`src/sv/cmc_pkg.sv`:
```
// Shared types and constants for the circular arc maximum-overlap block.
// Depends on nothing; every other file imports it.
package cmc_pkg;
  localparam int MAX_ARCS   = 64;
  localparam int ANGLE_BITS = 16;
  localparam int DEPTH      = 4 * MAX_ARCS;
  localparam int EA_W       = ANGLE_BITS + 1;
  localparam int CNT_W      = $clog2(DEPTH + 1);
  localparam int ARC_W      = $clog2(MAX_ARCS + 1);
  localparam int RUN_W      = $clog2(MAX_ARCS) + 3;

  localparam logic signed [EA_W-1:0] HALF_TURN = EA_W'(1) <<< (ANGLE_BITS - 1);

  typedef struct packed {
    logic                   valid;
    logic                   up;
    logic signed [EA_W-1:0] angle;
  } ev_t;

  typedef struct packed {
    logic insert;
    logic shift;
  } ctl_t;

  typedef enum logic [1:0] {
    S_IDLE,
    S_INS,
    S_SWEEP,
    S_DONE
  } state_t;
endpackage

```
`src/sv/cmc_sweep.sv`:
```
// Sweep unit: running overlap and best segment over events popped in order.
// Depends on cmc_pkg.
module cmc_sweep (
  input  logic                               clk,
  input  logic                               rst,
  input  logic                               clr,
  input  logic                               en,
  input  cmc_pkg::ev_t                       head,
  input  cmc_pkg::ev_t                       nxt,
  output logic signed [cmc_pkg::ANGLE_BITS-1:0] heading
);
  import cmc_pkg::*;

  logic signed [RUN_W-1:0] running, best, run_n;
  logic signed [EA_W-1:0]  best_start, best_end, seg_end;
  logic signed [EA_W:0]    len, best_len, sum;
  logic                    take;

  always_comb begin
    run_n    = head.up ? running + RUN_W'(1) : running - RUN_W'(1);
    seg_end  = nxt.valid ? nxt.angle : HALF_TURN;
    len      = (EA_W+1)'(seg_end) - (EA_W+1)'(head.angle);
    best_len = (EA_W+1)'(best_end) - (EA_W+1)'(best_start);
    take     = (seg_end > head.angle) &&
               ((run_n > best) || (run_n == best && run_n > 0 && len > best_len));
    sum      = (EA_W+1)'(best_start) + (EA_W+1)'(best_end);
    heading  = (best > 0) ? ANGLE_BITS'(sum >>> 1) : '0;
  end

  always_ff @(posedge clk) begin
    if (rst || clr) begin
      running    <= '0;
      best       <= '0;
      best_start <= -HALF_TURN;
      best_end   <= HALF_TURN;
    end else if (en) begin
      running <= run_n;
      if (take) begin
        best       <= run_n;
        best_start <= head.angle;
        best_end   <= seg_end;
      end
    end
  end
endmodule

```
`config.mk`:
```
export PLATFORM = sky130hd
export DESIGN_NAME = cmc_sweep
export DESIGN_NICKNAME = d
export VERILOG_FILES = /design/src/sv/cmc_pkg.sv /design/src/sv/cmc_sweep.sv
export SDC_FILE = /design/constraint.sdc
export NUM_CORES = 1
export LEC_CHECK = 0
export CORE_AREA = 2 2 131 107
export DETAILED_ROUTE_END_ITERATION = 8
export DIE_AREA = 0 0 133 109
export DONT_BUFFER_PORTS = 1
export PLACE_DENSITY_LB_ADDON = 0.05
export SETUP_SLACK_MARGIN = 0.5
export SYNTH_ARGS = -nofsm -noshare
export SYNTH_HDL_FRONTEND = slang
export SYNTH_SLANG_ARGS = --single-unit
```
`constraint.sdc`:
```
create_clock -name clk -period 5.6 [get_ports clk]
set_clock_uncertainty 0.05 [all_clocks]
set_input_delay 0.84 -clock clk [delete_from_list [all_inputs] [get_ports clk]]
set_output_delay 0.84 -clock clk [all_outputs]
set_load 0.1 [all_outputs]
```
; Yosys cells after proc, flatten, opt, wreduce, memory -nomap -nowiden
; Index checks and enable logic that the tools add are counted.
[op_classes]
n_addsub = 5
order_cmp = 5
n_eq_ne = 1
muxes = 3
reduce_logical = 6
[op_table]
columns = cell, count
row1 = $sub 17x17->18, 2
row2 = $gt 18x18->1, 1
row3 = $gt 9x1->1 const B, 2
row4 = $add 17x17->17, 1
row5 = $gt 17x17->1, 1
row6 = $mux 17, 1
row7 = $mux 16, 1
row8 = $add 9x2->9 const B, 1
row9 = $eq 9x9->1, 1
row10 = $gt 9x9->1, 1
row11 = $mux 9, 1
row12 = $sub 9x2->9 const B, 1
row13 = $logic_and 1x1->1, 3
row14 = $logic_or 1x1->1, 2
row15 = $reduce_and 2->1, 1
[totals]
register_bits = 52
in_bits = 42
out_inout_bits = 16
wordCells = 24

; Longest topological paths before layout
[depth]
ltp_word = 8
mapped_depth = 23
depth_no_buf = 21

; Worst setup path after synthesis
; No wires, ideal clock.
[synth_timing]
path_type = in2reg
startpoint = input nxt[1] (netlist name)
endpoint = register best_end[12]
setup_ns = 0.071
arrival_ns = 4.717
required_time_ns = 5.479
setup_slack_ns = 0.762
cell_stages = 20
path_buffers = 1
cell_sequence = and2_1 ha_1 nor2b_1 o21ai_0 a21boi_0 o21ai_1 a211oi_1 o21ai_0 or4b_1 o311ai_0 ha_1 a21oi_1 o21ai_0 a2111oi_2 o21ai_1 xor2_1 o31ai_2 clkbuf_1 nand3_1 a21oi_2
[synth_between]
elab_chain_cells = 7
word_cells_on_any_way = 8
classes_between = add/sub (1) / order compare (2) / mux (1) / reduce/logical (4)
[synth_lines]
columns = item, line
row1 = from (decl), cmc_sweep.sv:9  ; input cmc_pkg::ev_t nxt,
row2 = $mux 17 *, cmc_sweep.sv:21  ; seg_end = nxt.valid ? nxt.angle : HALF_TURN;
row3 = $sub 17x17->18, cmc_sweep.sv:22  ; len = (EA_W+1)'(seg_end) - (EA_W+1)'(head.angle);
row4 = $gt 18x18->1, cmc_sweep.sv:25  ; ((run_n > best) || (run_n == best && run_n > 0 && len > best_len));
row5 = $logic_and 1x1->1, cmc_sweep.sv:25
row6 = $logic_or 1x1->1, cmc_sweep.sv:25
row7 = $logic_and 1x1->1 *, cmc_sweep.sv:24  ; take = (seg_end > head.angle) &&
row8 = $reduce_and 2->1 (no line) *, n/a
row9 = to (signal assigned), cmc_sweep.sv:41  ; best_end <= seg_end;
row10 = to (decl), cmc_sweep.sv:15  ; logic signed [EA_W-1:0] best_start, best_end, seg_end;
; Mark *: on every way between the ends. The rest lies on a longest branch, timed or not.
; A chain may end at the register's enable or synchronous reset.

; Final worst setup path
[layout_timing]
startpoint = input nxt[1] (netlist name)
endpoint = register best[0]
[layout_between]
elab_chain_cells = 7
word_cells_on_any_way = 8
classes_between = add/sub (1) / order compare (2) / mux (1) / reduce/logical (4)
[layout_lines]
columns = item, line
row1 = $mux 17 *, cmc_sweep.sv:21
row2 = $sub 17x17->18, cmc_sweep.sv:22
row3 = $gt 18x18->1, cmc_sweep.sv:25
row4 = $logic_and 1x1->1, cmc_sweep.sv:25
row5 = $logic_or 1x1->1, cmc_sweep.sv:25
row6 = $logic_and 1x1->1 *, cmc_sweep.sv:24
row7 = $reduce_and 2->1 (no line) *, n/a
row8 = to (signal assigned), cmc_sweep.sv:39  ; best <= run_n;
row9 = to (decl), cmc_sweep.sv:14  ; logic signed [RUN_W-1:0] running, best, run_n;
; Marks and branches as above.

==> run metrics <==
I/O pin count=58; 1st-pass router iterations=4; antenna violations before repair=0; ys flop type=dfxtp_1; drt drc=0; Root Driver=clkbuf_16; Tot Pwr=0.00152 W; Max Slew Vio Count=0; CTS tree=built; maximum clock path buffer count=2; Post-synth ARST share=0%; Avg Cell Area, Syn=7.95 um2; WL final=15.9 mm; Overflow after GRT=0; fin crit share=86.8%; Reg clk slew, reported paths=0.07 ns; sequential area share after synthesis=17.9%; Hold Crit Class=flip-flop to flip-flop; Worst path top cell family by delay=compound AO/OA/AOI/OAI gates; Vias=5078; CTS sink cnt=52; cts hold-fix bufs=0; drt wl/cell=17.5 um; crit-path cells=and2_2 -> ha_1 -> nor2b_1 -> o21ai_2 -> a21boi_0 -> o21ai_1 -> a211oi_1 -> o21ai_1 -> or4b_1 -> o311ai_0 -> ha_1 -> a21oi_1 -> o21ai_1 -> a2111oi_2 -> o21ai_1 -> xor2_2 -> o31ai_4 -> buf_4 -> buf_12 -> a21oi_1 -> a211oi_1; required time worst endpoint=5.77 ns; non-filler instance count after layout=908; Synth cell types=67; Startpoint Class=input pin; Slew headroom=28.8%; antenna diode count=0; port bufs=0; Setup violations, final=0; Fin Setup TNS=0 ns; DP Cell Count=896; slowest CP cell=or4b_1; syn_nets=864; number of synthesized flops with an enable pin=0; RSZ-0062 raised after global routing=yes; worst stage delay on the critical path=0.44 ns; FP Rows=38; P&R area growth vs syn=9.66%; DRT iter0 DRCs=277; die footprint=14500 um2; Worst setup EP type=flip-flop; leakage power=2.65 nW; min-delay src=best[4]; R2R Path Start=best_end[0]; Gate Count Post-Synth=731; gr usage total=22.4%; drt via density=5.59; synth warn=0; pwr dens=238 nW/um2; critical path class=input pin to flip-flop; Die W=133 um; Worst-Skew Late Latency=0.31 ns; Starting Density=43.8%; number of synthesized register bits=52; WHS=0.422 ns; Antenna Nets Post-Route=0; launch point of the critical path=nxt[1]; CP Max Fanout=11; Finished Cell Area=6370 um2; fmax=0.206 GHz; core area=13300 um2; H-tree depth=2; min Tclk post-route=4.86 ns; Post-Place Cell Area=6080 um2; dpl hpwl=12.3 mm; Vert. Die Dim=109 um; first-pass GRT wire length=25.7 mm; Synth Cell Area=5810 um2; number of buffers created by CTS=5; layout cells sized above 1=18.3%; worst path buffer plus inverter count=2; outcome=finished, final reports clean; RD Place Congestion=0.837; worst vdd ir=0.143 mV; Worst EP arrival=5.03 ns; fin nets=861; Max-Cap Viols=0; final hold vios=0; Slew @ Worst Pin=1.07 ns; vias in the first global route=4951; largest net degree at the start of global routing=49; Worst path most repeated cell=o21ai_1
per-layer routing:
metal | global-route usage (%) | part of all wire [%]
met5 | 0 | 0
met4 | 4.15 | 0.69
met3 | 3.25 | 4.4
met2 | 36.2 | 44
met1 | 32.2 | 51
kinds of logic (layout without fill, tap and decap cells):
| kind of cell | Yosys count | after routing | share of synthesized area [%] |
|---|---|---|---|
| buffers and inverters | 107 | 104 | 7.90 |
| and+or+nand+nor | 219 | 219 | 20.0 |
| muxes | 6 | 6 | 1.03 |
| AOI/OAI and AO/OA | 207 | 207 | 25.5 |
| xor gates and xnor gates | 49 | 49 | 7.64 |
| adders and majority gates | 91 | 91 | 20.1 |
| DFF | 52 | 52 | 17.9 |
state kept, by name (all words and copies together), names as in the netlist:
name and cells:
running 9, best 9, best_end 17, best_start 17
cell type report:
cell class / count / area (um2)
inverters: 77 / 289
clock inverters: 2 / 60.1
multi-input cells: 572 / 4400
clock buffers: 5 / 125
repair buffers: 20 / 229
well taps: 180 / 225
fillers: 1348 / 6890
flip-flops and latches: 52 / 1040
power breakdown:
part           total, W  internal, W  switching, W
clock          0.000408     0.000254      0.000154
combinational  0.000715     0.000277      0.000438
sequential     0.000394     0.000383     0.0000108
worst register-to-register path: cells and delay by family, from the launching register on:
family          cells  cell delay (ns)
fa+ha+maj           3             0.60
flops               1             0.36
compound gates     14             2.87
xor+xnor            2             0.35
buf+inv             4             0.45
cell usage after synthesis (4+ instances only):
master / instances / share of area, %
mux2i_1: 6 / 1.0
dfxtp_1: 52 / 18
a21oi_2: 31 / 4.7
nor2b_1: 10 / 1.1
nand4_1: 7 / 0.75
o21ai_1: 12 / 1.0
a21o_1: 10 / 1.3
a211oi_1: 13 / 1.7
o21ai_0: 16 / 1.4
o21ai_2: 30 / 4.5
fa_1: 4 / 1.4
nand2b_1: 12 / 1.3
nand3_1: 49 / 4.2
a21oi_1: 51 / 4.4
inv_1: 77 / 5.0
xnor2_1: 39 / 5.9
buf_2: 7 / 0.60
o31ai_1: 8 / 1.0
clkbuf_1: 18 / 1.2
or3_1: 6 / 0.65
xor2_1: 8 / 1.2
nand2_1: 24 / 1.5
a31oi_1: 5 / 0.54
nor2_1: 55 / 3.6
ha_1: 87 / 19
and2_1: 15 / 1.6
nor3_1: 20 / 1.7
path summary, 6_finish.rpt:
kind                                end  slack [ns]  cells after the start
worst max-delay path            best[0]        0.74                     21
worst min-delay path            best[4]        0.42                      2
worst max register to register  best[0]        0.82                     23
worst min register to register  best[4]        0.42                      2
repair_timing:
action | in CTS | in global routing
setup buffers | 1 | 3
endpoints found under the setup margin | 27 | 43
pin swaps | 2 | 4
cloned | 0 | 1
resized for setup | 0 | 13
layout by cell type (no fill, tap or decap), types with 14 or more instances in the layout:
cell type,netlist,routed
buf_4,0,14
xnor2_1,39,39
nand3_1,49,49
nand2_1,24,24
nor3_1,20,18
dfxtp_1,52,51
and2_1,15,14
inv_1,77,77
a21oi_1,51,50
a21oi_2,31,32
ha_1,87,86
o21ai_2,30,33
nor2_1,55,41
nor2_2,0,14
per-stage QoR:
step	util, %	setup slack [ns]
after floorplan	-	0.762
after global placement	45.8	0.157
after detailed placement	45.8	0.137
after CTS	47.4	0.507
after global routing	48.1	0.483
final	48.1	0.741
No activity file was read; power rests on OpenSTA's default activity.
