`config.mk`:
```
export PLATFORM = sky130hd
export DESIGN_NAME = cmc_cell
export DESIGN_NICKNAME = d
export VERILOG_FILES = /design/src/sv/cmc_pkg.sv /design/src/sv/cmc_cell.sv
export SDC_FILE = /design/constraint.sdc
export NUM_CORES = 1
export LEC_CHECK = 0
export ABC_AREA = 1
export BUFFER_PORTS_ARGS = -buffer_cell sky130_fd_sc_hd__buf_4
export CAP_MARGIN = 10
export CORE_ASPECT_RATIO = 0.7
export CORE_UTILIZATION = 48
export DETAILED_ROUTE_END_ITERATION = 10
export PLACE_DENSITY_LB_ADDON = 0.25
export SLEW_MARGIN = 20
export SYNTH_ARGS = -nofsm -noshare
export SYNTH_HDL_FRONTEND = slang
export SYNTH_SLANG_ARGS = --single-unit
```
`constraint.sdc`:
```
create_clock -name clk -period 6.5 [get_ports clk]
set_clock_uncertainty 0.05 [all_clocks]
set_input_delay 0.325 -clock clk [delete_from_list [all_inputs] [get_ports clk]]
set_output_delay 0.325 -clock clk [all_outputs]
set_load 0.01 [all_outputs]
```
`src/sv/cmc_pkg.sv`:
```
// Shared types and constants for the circular arc maximum-overlap block.
// Depends on nothing; every other file imports it.
package cmc_pkg;
  localparam int MAX_ARCS   = 64;
  localparam int ANGLE_BITS = 16;
  localparam int DEPTH      = 4 * MAX_ARCS;
  localparam int EA_W       = ANGLE_BITS + 1;
  localparam int CNT_W      = $clog2(DEPTH + 1);
  localparam int ARC_W      = $clog2(MAX_ARCS + 1);
  localparam int RUN_W      = $clog2(MAX_ARCS) + 3;

  localparam logic signed [EA_W-1:0] HALF_TURN = EA_W'(1) <<< (ANGLE_BITS - 1);

  typedef struct packed {
    logic                   valid;
    logic                   up;
    logic signed [EA_W-1:0] angle;
  } ev_t;

  typedef struct packed {
    logic insert;
    logic shift;
  } ctl_t;

  typedef enum logic [1:0] {
    S_IDLE,
    S_INS,
    S_SWEEP,
    S_DONE
  } state_t;
endpackage

```
`src/sv/cmc_cell.sv`:
```
// One cell of the sorted event chain: holds one event, inserts or shifts.
// Depends on cmc_pkg.
module cmc_cell (
  input  logic          clk,
  input  logic          rst,
  input  cmc_pkg::ctl_t ctl,
  input  cmc_pkg::ev_t  new_ev,
  input  cmc_pkg::ev_t  prev_ev,
  input  logic          prev_gt,
  input  cmc_pkg::ev_t  next_ev,
  output cmc_pkg::ev_t  ev,
  output logic          gt
);
  import cmc_pkg::*;

  // empty cells count as greater than anything
  assign gt = !ev.valid || (ev.angle > new_ev.angle);

  always_ff @(posedge clk) begin
    if (rst) begin
      ev.valid <= 1'b0;
    end else if (ctl.shift) begin
      ev <= next_ev;
    end else if (ctl.insert && gt) begin
      ev <= prev_gt ? prev_ev : new_ev;
    end
  end
endmodule

```
# == After elaboration in Yosys (flattened, before gate mapping) ==
# Index checks and enable logic that the tools add are counted.
# word_totals
reg_bits,19
in_bits,62
# op_classes
n_reduce_logical,5
order_cmp,1
mux,3
bitwise,1
# ops
cell,n
19-bit 2-to-1 mux,3
17-bit greater-than comparator,1
2-bit AND reduction,1
2-bit nonzero test,1
1-bit logical AND,1
1-bit zero test,1
1-bit logical OR,1
1-bit NOT,1

# == Logic depth before layout (Yosys ltp) ==
# Gate-level depths: netlist (run 1).
# logic_depth
depth_word,5
ltp_mapped,15
mapped_depth_nobuf,15

# == Worst setup path after synthesis (run 1) ==
# Ideal clock, no wire load.
# synth_timing
kind,reg2reg
from,register ev[16] in the netlist's numbering
to,"register ev[0] in the netlist's numbering, enable pin"
slack_ns,3.700
path_stages_with_launch,10
setup_ns,0.399
arrival_ns,2.351
path_cell_list,edfxtp_1 -> ha_1 -> a21o_1 -> nor2_1 -> nand2_1 -> nor2_1 -> nand3_1 -> nand3_2 -> nand2_2 -> a21oi_1
# synth_between
elab_chain_len,5
# synth_rtl
item,line_no,rtl
start: declaration,cmc_cell.sv:11,"output cmc_pkg::ev_t ev,"
start signal: assignment,cmc_cell.sv:23,ev <= next_ev;
start signal: assignment,cmc_cell.sv:25,ev <= prev_gt ? prev_ev : new_ev;
17-bit greater-than comparator,cmc_cell.sv:17,assign gt = !ev.valid || (ev.angle > new_ev.angle);
1-bit logical OR,cmc_cell.sv:17,
named net gt,cmc_cell.sv:12,output logic gt
1-bit logical AND,cmc_cell.sv:24,end else if (ctl.insert && gt) begin
2-bit nonzero test (no source line),-,
2-bit AND reduction (no source line),-,
# The timed path passes the listed nets, and every way through them passes these cells.
# A chain may end at the register's enable or synchronous reset.

# == Final worst setup path (run 1) ==
# layout_timing
from,register ev[16] in the netlist's numbering
to,"register ev[8] in the netlist's numbering, enable pin"
# layout_between
elab_chain_len,5
# layout_rtl
item,line_no
17-bit greater-than comparator,cmc_cell.sv:17
1-bit logical OR,cmc_cell.sv:17
1-bit logical AND,cmc_cell.sv:24
2-bit nonzero test (no source line),-
2-bit AND reduction (no source line),-
# No other way between the ends.

==> impl_metrics.ini, run 1 <==
[global_route]
use_met3_pct = 5.58
grt_pass1_wl_um = 5940
gr-usage-met2_pct = 39.2
grt_pass1_vias = 1395
overflow = 0
grt_most_used_layer = met2
grt_use_met1_pct = 27.6
grt_max_degree = 38
grt_usage_pct = 21.9
antenna_found_initial = 0

[pwr]
power.density_mw_per_mm2 = 158
p_seq_share_pct = 43.9
internal_power_mw = 0.249
peakVddDrop_mv = 0.113
leakagePower_nw = 1.10
clkPwrFrac_pct = 23.6
p_switching_mw = 0.0954
switching_share_pct = 27.7
combPwrFrac_pct = 32.5

[setup_path]
crit_arrival_ps = 2520
cp.depth = 9
startpoint_type = flip-flop
r2r-end = ev[8]$_DFFE_PP_
required_ps = 6320
rr_startpoint = ev[16]$_DFFE_PP_
worstSetupPathType = flip-flop to flip-flop
r2r_slack_ps = 3810
worstPathMaxFanout = 18
cp_top_family = compound AO/OA/AOI/OAI gates
endpoint_kind = flip-flop
cp_slowest_cell = a21oi_2
cp_cell_sequence = ha_1, a21o_1, nor2_1, nand2_1, nor2_1, nand3_1, nand3_2, nand2_2, a21oi_2
r2r_cells = 9
crit_buf_inv = 0
crit_path_frequent_cell = nor2_1
cpPeakStageDelay_ps = 780

[logic_synthesis]
avgSynthCellArea_sq_um = 8.23
ys_seq_elements = 19
synth.distinct_cells = 23
synth_fa_ha_area_share_pct = 13.9
synth_edf_count = 18
synth_xor_area_share_pct = 0
synth_top_family_by_area = compound AO/OA/AOI/OAI gates
synthesis.nets = 265
ys_seq_area_share_pct = 36.6
synth_area_leaders = edfxtp_1 35%, ha_1 14%, nand2_1 12%
async_flop_share_pct = 0
synth_largest_area_cell = edfxtp_1
yosysTopAreaCellShare_pct = 35.3
synth-main-ff-cell = edfxtp_1
muxShareOfSynthArea_pct = 0
synth_compound_area_share_pct = 20.5
yosys_warnings = 0
syn_area_sq_mm = 0.00153
yosys.area_share.simple_pct = 18.5
netlist_instances = 186

[detailed_routing]
vias_per_cell = 4.89
wl_per_cell_um = 12.0
vias = 1466
dr.pass1.iters = 4
drc_errors = 0
postRouteAntennaNets = 0
wl_um = 3590
drt_iter0_markers = 34

[finish]
area_growth_syn_to_layout_pct = 43.0
regArea_sq_um = 561
multi_input_area_sq_um = 813
drive_gt1_share_pct = 34.8
fin_util_pct = 75.4
final_cell_mix = 82 x buf_4, 47 x nand2_1, 29 x inv_1
fillers = 240
nNetsFinal = 344
final_common_cell = buf_4
stdcell_area_sq_mm = 0.00219
largest_register = ev
reg.largest.list = ev x19
num_antenna_cells = 0
largest_reg_flops = 19

[clock_tree]
cts.reportedPaths.clkPinSlew_ps = 70
cts-buffers-inserted = 3
cts_tree = done
root_buffer = clkbuf_8
cts.path.max_buffers = 2
insertion_delay_ps = 260
hold_buffers = 0
ctsResizeCount = 0
clkSinkCount = 19
cts_setup_buffers = 0
cts-htree-levels = 1

[timing]
final_hold_viol_count = 0
setup_tns_ps = 0
fmax_ghz = 0.371
max-slew-margin-rel_pct = 34.6
rsz0062_at_grt = no
setup_viol = 0
fin_crit_ps = 2690
tightest_slew_ps = 981
slew_viol_final = 0
fin_crit_sh_pct = 41.4

[placement]
gp_congestion = 0.797
dpl_cell_area_sq_mm = 0.00214
dp_hpwl_um = 2840
io_buffers = 81

[die]
die_area_sq_mm = 0.00342
coreArea_sq_mm = 0.00290
die_h_um = 49.2
ios = 82
die_x_um = 69.5
start_util_pct = 52.7
rows = 16

[hold_path]
hp-class = primary input to flip-flop
hold_end = ev[18]$_SDFFE_PP0P_
whs_path_depth = 4
hold_start = rst

[job]
max_cap_viol_count = 0

[status]
status = finished clean
## worst max path at each step
stage	slack (ps)	start	end
after CTS	3800	ev[16]$_DFFE_PP_	ev[10]$_DFFE_PP_
final	3810	ev[16]$_DFFE_PP_	ev[8]$_DFFE_PP_
after floorplan	3700	ev[16]$_DFFE_PP_	ev[0]$_DFFE_PP_
after detailed placement	3750	new_ev[16]	ev[13]$_DFFE_PP_
after global routing	3570	ev[16]$_DFFE_PP_	ev[9]$_DFFE_PP_
after global placement	3800	new_ev[16]	ev[12]$_DFFE_PP_
## worst min-delay path, stage by stage
cell and delay (ps):
buf_4 90, inv_1 30, nand2_1 70, a21oi_2 30
## power by group through the flow
| stage | clock network [mW] | logic [mW] | registers [mW] |
|---|---|---|---|
| floorplan | 0 | 0.0553 | 0.158 |
| global placement | 0 | 0.110 | 0.153 |
| detailed placement | 0 | 0.112 | 0.154 |
| CTS | 0.0822 | 0.113 | 0.151 |
| global route | 0.0858 | 0.126 | 0.152 |
| finish | 0.0815 | 0.112 | 0.151 |
## cell families after synthesis
kind of cell    count (synthesis)
compound gates                 45
fa+ha+maj                      17
buf+inv                        37
flops                          19
simple gates                   68
## stage by stage
stage | power (mW) | setup slack [ps] | std cells | hold WS, ps
after detailed placement | 0.266 | 3750 | 296 | 551
after global placement | 0.263 | 3800 | 296 | 550
after floorplan | 0.213 | 3700 | 186 | 434
after global routing | 0.364 | 3570 | 300 | 288
final | 0.345 | 3810 | 300 | 280
after CTS | 0.347 | 3800 | 300 | 281
## cells in the mapped netlist (2+ instances only)
library cell,count
ha_1,17
buf_2,3
a21o_1,2
clkbuf_1,3
inv_1,29
o21a_1,16
o211ai_1,16
nor2_2,2
nand2_1,47
nor2_1,10
nand2_2,2
edfxtp_1,18
a21oi_1,9
nand3_1,3
## layout make-up
cell class | instances | share of cell area (%)
multi-input combinational | 130 | 37.2
timing repair buffer | 82 | 28.1
sequential | 19 | 25.6
inverter | 29 | 4.97
clock buffer | 4 | 2.06
tap | 36 | 2.06
## metal layers
| layer | part of all wire (%) | vias up |
|---|---|---|
| li1 | - | 782 |
| met4 | 0.22 | 0 |
| met2 | 46 | 49 |
| met3 | 7.0 | 2 |
| met1 | 47 | 633 |
| met5 | 0 | - |
Note: power is estimated with default switching activity, not from simulation.
==> inputs of run 2 (changes only) <==
--- a/config.mk
+++ b/config.mk
@@ -5,11 +5,11 @@
 export SDC_FILE = /design/constraint.sdc
 export NUM_CORES = 1
 export LEC_CHECK = 0
-export ABC_AREA = 1
+export ABC_AREA = 0
 export BUFFER_PORTS_ARGS = -buffer_cell sky130_fd_sc_hd__buf_4
 export CAP_MARGIN = 10
 export CORE_ASPECT_RATIO = 0.7
-export CORE_UTILIZATION = 48
+export CORE_UTILIZATION = 40
 export DETAILED_ROUTE_END_ITERATION = 10
 export PLACE_DENSITY_LB_ADDON = 0.25
 export SLEW_MARGIN = 20
==> constraint.sdc (replaced) <==
create_clock -name clk -period 2.4 [get_ports clk]
set_clock_uncertainty 0.05 [all_clocks]
set_input_delay 0.12 -clock clk [delete_from_list [all_inputs] [get_ports clk]]
set_output_delay 0.12 -clock clk [all_outputs]
set_load 0.01 [all_outputs]
==> impl_metrics.ini, run 2 <==
[die]
coreArea_sq_mm = 0.00351
start_util_pct = 41.9
ios = 82
die_area_sq_mm = 0.00393
die_x_um = 74.5
die_h_um = 52.7
rows = 18

[setup_path]
required_ps = 2230
r2r_cells = 8
crit_arrival_ps = 2170
critPathLaunch = ev[6]$_DFFE_PP_
worstPathMaxFanout = 3
rr_startpoint = ev[6]$_DFFE_PP_
endpoint_kind = output port
r2r-end = ev[18]$_SDFFE_PP0P_
r2r_slack_ps = 80
startpoint_type = flip-flop
worstSetupPathType = flip-flop to output port

[logic_synthesis]
synth_edf_count = 18
synth-main-ff-cell = edfxtp_1
synth_largest_area_cell = edfxtp_1
netlist_instances = 156
synth.distinct_cells = 30
yosysTopAreaCellShare_pct = 36.7
avgSynthCellArea_sq_um = 9.43
synthesis.nets = 235
ys_seq_area_share_pct = 38.1
ys_seq_elements = 19
async_flop_share_pct = 0
netlist_top_cells_count = 20 x inv_1, 20 x mux2i_1, 19 x nand2_1
synth_area_leaders = edfxtp_1 37%, ha_1 14%, mux2i_1 14%
yosys_warnings = 0
syn_area_sq_mm = 0.00147

[placement]
gp_congestion = 0.721
dp_hpwl_um = 2800
io_buffers = 81

[finish]
regArea_sq_um = 561
area_growth_syn_to_layout_pct = 56.3
reg.largest.list = ev x19
largest_reg_flops = 19
final_cell_mix = 87 x buf_4, 20 x mux2i_1, 19 x inv_1, 19 x nand2_1, 18 x edfxtp_1
largest_register = ev
multi_input_area_sq_um = 887
final_common_cell = buf_4
drive_gt1_share_pct = 43.4
nNetsFinal = 322
num_antenna_cells = 0
fillers = 315

[pwr]
peakVddDrop_mv = 0.235
leakagePower_nw = 1.13
finalPower_mw = 1.03
power.density_mw_per_mm2 = 447

[timing]
fin_crit_ps = 2340
fmax_ghz = 0.427
slew_viol_final = 0
whs_ps = 89.1
tightest_slew_ps = 366
fin_crit_sh_pct = 97.6
max-slew-margin-rel_pct = 75.3
final_hold_viol_count = 0
rsz0062_at_grt = yes
setup_viol = 0

[clock_tree]
cts.reportedPaths.clkPinSlew_ps = 70
root_buffer = clkbuf_8
clkSinkCount = 19
cts-htree-levels = 1
insertion_delay_ps = 260
cts-buffers-inserted = 3
hold_buffers = 0
cts_tree = done
cts.path.max_buffers = 2

[global_route]
overflow = 0
grt_pass1_wl_um = 5380
antenna_found_initial = 0
gr-usage-met2_pct = 28.8
grt_usage_pct = 18.2
grt_most_used_layer = met2
grt_max_degree = 41
grt_use_met1_pct = 25.8
use_met3_pct = 3.65
grt_pass1_vias = 1235

[detailed_routing]
postRouteAntennaNets = 0
drc_errors = 0
wl_um = 3520
drt_iter0_markers = 51
wl_per_cell_um = 12.1
vias_per_cell = 4.80
vias = 1402
dr.pass1.iters = 4

[hold_path]
hp-class = primary input to flip-flop
hold_end = ev[16]$_DFFE_PP_
whs_path_depth = 3
hold_start = next_ev[16]

[status]
status = finished clean

[job]
max_cap_viol_count = 0
[run 2: cell count changes in the layout (fill, tap and decap cells not counted), moves of 7 or more]
| cell | before | now |
|---|---|---|
| o211ai_1 | 16 | 0 |
| o21ai_0 | 1 | 13 |
| inv_1 | 29 | 19 |
| mux2i_1 | 0 | 20 |
| o21a_1 | 16 | 0 |
| nand2_1 | 47 | 19 |
| o21ai_1 | 0 | 7 |
[run 2: kinds of logic after synthesis]
| logic type | share of synthesized area [%] |
|---|---|
| DFF | 38.1 |
| AOI/OAI and AO/OA | 14.7 |
| buffers and inverters | 7.06 |
| muxes | 14.4 |
| adders and majority gates | 14.5 |
| and+or+nand+nor | 11.3 |
[run 2: area by class of cell]
type / count / share of cell area (%)
inverter: 21 / 3.43
sequential: 19 / 24.4
clock inverter: 1 / 0.218
clock buffer: 3 / 1.80
tap: 50 / 2.72
multi-input combinational: 110 / 38.6
timing repair buffer: 88 / 28.9
[run 2: critical path, stage by stage (launching register included)]
cell and delay (ps):
edfxtp_1 430, ha_4 300, nand4_1 160, nor3_2 300, o41ai_2 120, a221oi_4 310, buf_4 160, inv_2 30
buf_6 110
[run 2: how the worst max path moves through the flow]
stage                                 end  slack, ps  cells after the start
after global placement    ev[1]$_DFFE_PP_         10                      6
after global routing                   gt        -20                      8
final                                  gt         60                      8
after CTS                              gt          6                      8
after detailed placement  ev[1]$_DFFE_PP_        -70                      6
after floorplan           ev[0]$_DFFE_PP_        110                      6
[run 2: timing repair]
action                     4_1_cts  5_1_grt
gates resized for setup          7        5
setup endpoints to repair       19        1
buffers inserted                 2        4
pin swaps                        3        5
[run 2: where the power goes]
group	switching, mW	total (mW)	internal (mW)
Sequential	0.0192	0.423	0.404
Combinational	0.173	0.384	0.211
Clock	0.104	0.219	0.115
[run 2: routing by layer]
metal / share of wire, % / routed length (um) / up-vias
met5: 0 / 0 / -
met4: 0.63 / 22 / 0
met3: 5.5 / 195 / 2
met2: 46 / 1620 / 45
met1: 48 / 1690 / 622
li1: - / - / 733
[run 2: through the flow]
step           util [%]  instance area [sq um]  setup TNS (ps)  setup slack, ps  instances
2_1_floorplan         -                   1490               0              109        156
3_3_place_gp       60.9                   2140               0             13.0        282
3_5_place_dp       60.9                   2140           -1290            -71.8        282
4_1_cts            63.9                   2250               0             6.11        288
5_1_grt            65.5                   2300           -24.7            -24.7        292
6_report           65.5                   2300               0             57.5        292
==> inputs of run 3 (changes only) <==
--- a/config.mk
+++ b/config.mk
@@ -7,7 +7,7 @@
 export LEC_CHECK = 0
 export ABC_AREA = 0
 export BUFFER_PORTS_ARGS = -buffer_cell sky130_fd_sc_hd__buf_4
-export CAP_MARGIN = 10
+export CAP_MARGIN = 40
 export CORE_ASPECT_RATIO = 0.7
 export CORE_UTILIZATION = 40
 export DETAILED_ROUTE_END_ITERATION = 10
==> constraint.sdc (replaced) <==
create_clock -name clk -period 2.4 [get_ports clk]
set_clock_uncertainty 0.05 [all_clocks]
set_input_delay 0.12 -clock clk [delete_from_list [all_inputs] [get_ports clk]]
set_output_delay 0.12 -clock clk [all_outputs]
set_load 0.1 [all_outputs]
==> impl_metrics.ini, run 3 (synthesized netlist as in run 2, its figures left out) <==
[status]
status = finished, violations left
violations = setup timing

[detailed_routing]
drc_errors = 0
postRouteAntennaNets = 0
vias_per_cell = 4.90
dr.pass1.iters = 4
vias = 1436
wl_um = 3740
drt_iter0_markers = 53
wl_per_cell_um = 12.8

[finish]
largest_register = ev
final_common_cell = buf_4
fin_util_pct = 67.7
num_antenna_cells = 0
nNetsFinal = 323
area_growth_syn_to_layout_pct = 61.7
final_cell_mix = 87 x buf_4, 20 x mux2i_1, 19 x inv_1, 19 x nand2_1, 18 x edfxtp_1
largest_reg_flops = 19
drive_gt1_share_pct = 45.3
reg.largest.list = ev x19

[timing]
rsz0062_at_grt = yes
tightest_slew_ps = 380
slew_viol_final = 0
fin_crit_ps = 2420
final_hold_viol_count = 0
whs_ps = 91.3
fmax_ghz = 0.413
max-slew-margin-rel_pct = 74.4
setup_viol = 1
setup_slack_ps = -20.8
fin_crit_sh_pct = 101

[placement]
post-place-ws_ps = -4.80
gp_congestion = 0.708
dp_hpwl_um = 2890
io_buffers = 81

[global_route]
grt_max_degree = 41
grt_usage_pct = 20.1
grt_pass1_wl_um = 5910
antenna_found_initial = 0
grt_pass1_vias = 1311
overflow = 0

[die]
die_h_um = 52.7
rows = 18
die_area_sq_mm = 0.00393
die_x_um = 74.5
coreArea_sq_mm = 0.00351
start_util_pct = 41.9
ios = 82

[job]
max_cap_viol_count = 0

[setup_path]
crit_arrival_ps = 2250
startpoint_type = flip-flop
required_ps = 2230
endpoint_kind = output port
worstSetupPathType = flip-flop to output port
r2r_cells = 8
worstPathMaxFanout = 3

[clock_tree]
root_buffer = clkbuf_8
cts_tree = done
cts.path.max_buffers = 2
cts-buffers-inserted = 3
cts.reportedPaths.clkPinSlew_ps = 70
cts-htree-levels = 1
insertion_delay_ps = 260
clkSinkCount = 19

[pwr]
peakVddDrop_mv = 0.556
finalPower_mw = 1.29
power.density_mw_per_mm2 = 540
leakagePower_nw = 1.14

[hold_path]
whs_path_depth = 3
hp-class = primary input to flip-flop
## run 3: worst max-delay path, stage by stage, from the launching register on
cell	delay, ps
edfxtp_1	440
ha_4	310
nand4_1	140
nor3_2	230
o41ai_2	110
a221oi_4	380
clkinvlp_4	180
buf_12	190
## run 3: final timing paths
path | startpoint | end | slack [ps]
worst min-delay path | next_ev[16] | ev[16]$_DFFE_PP_ | 90
worst max-delay path | ev[7]$_DFFE_PP_ | gt | -20
worst min register to register | ev[18]$_SDFFE_PP0P_ | ev[18]$_SDFFE_PP0P_ | 750
worst max register to register | ev[7]$_DFFE_PP_ | ev[17]$_DFFE_PP_ | 90
## run 3: layer usage
metal  share of wire, %  vias to the layer above  GRT usage, %
met1                 47                      645          28.1
met4               0.64                        0          2.83
met2                 47                       51          32.9
li1                   -                      736             -
met3                5.7                        4          3.85
met5                  0                        -             0
## run 3: final cells by class
cell class                 instances  area, sq um
fill                             314         1130
multi-input combinational        110          935
timing repair buffer              89          693
sequential                        19          561
inverter                          21         82.6
tap                               50         62.6
clock buffer                       3         41.3
clock inverter                     1         5.00
## run 3: power breakdown
group	internal [mW]	switching, mW	total, mW
clock	0.116	0.109	0.224
sequential	0.405	0.0235	0.428
combinational	0.233	0.400	0.633
total	0.754	0.532	1.29
## run 3: metrics by stage
| stage | instance area, sq um | instances | TNS [ps] |
|---|---|---|---|
| finish | 2380 | 293 | -20.8 |
| global route | 2380 | 293 | -153 |
| CTS | 2360 | 291 | -79.4 |
| detailed placement | 2210 | 281 | -74.6 |
| global placement | 2210 | 281 | 0 |
| floorplan | 1570 | 156 | -7520 |
## run 3: timing repair
action | in CTS | in global routing
resized for setup | 7 | 0
buffers inserted | 6 | 2
pin swaps | 10 | 1
hold buffers | 0 | 0
setup endpoints to repair | 19 | 1
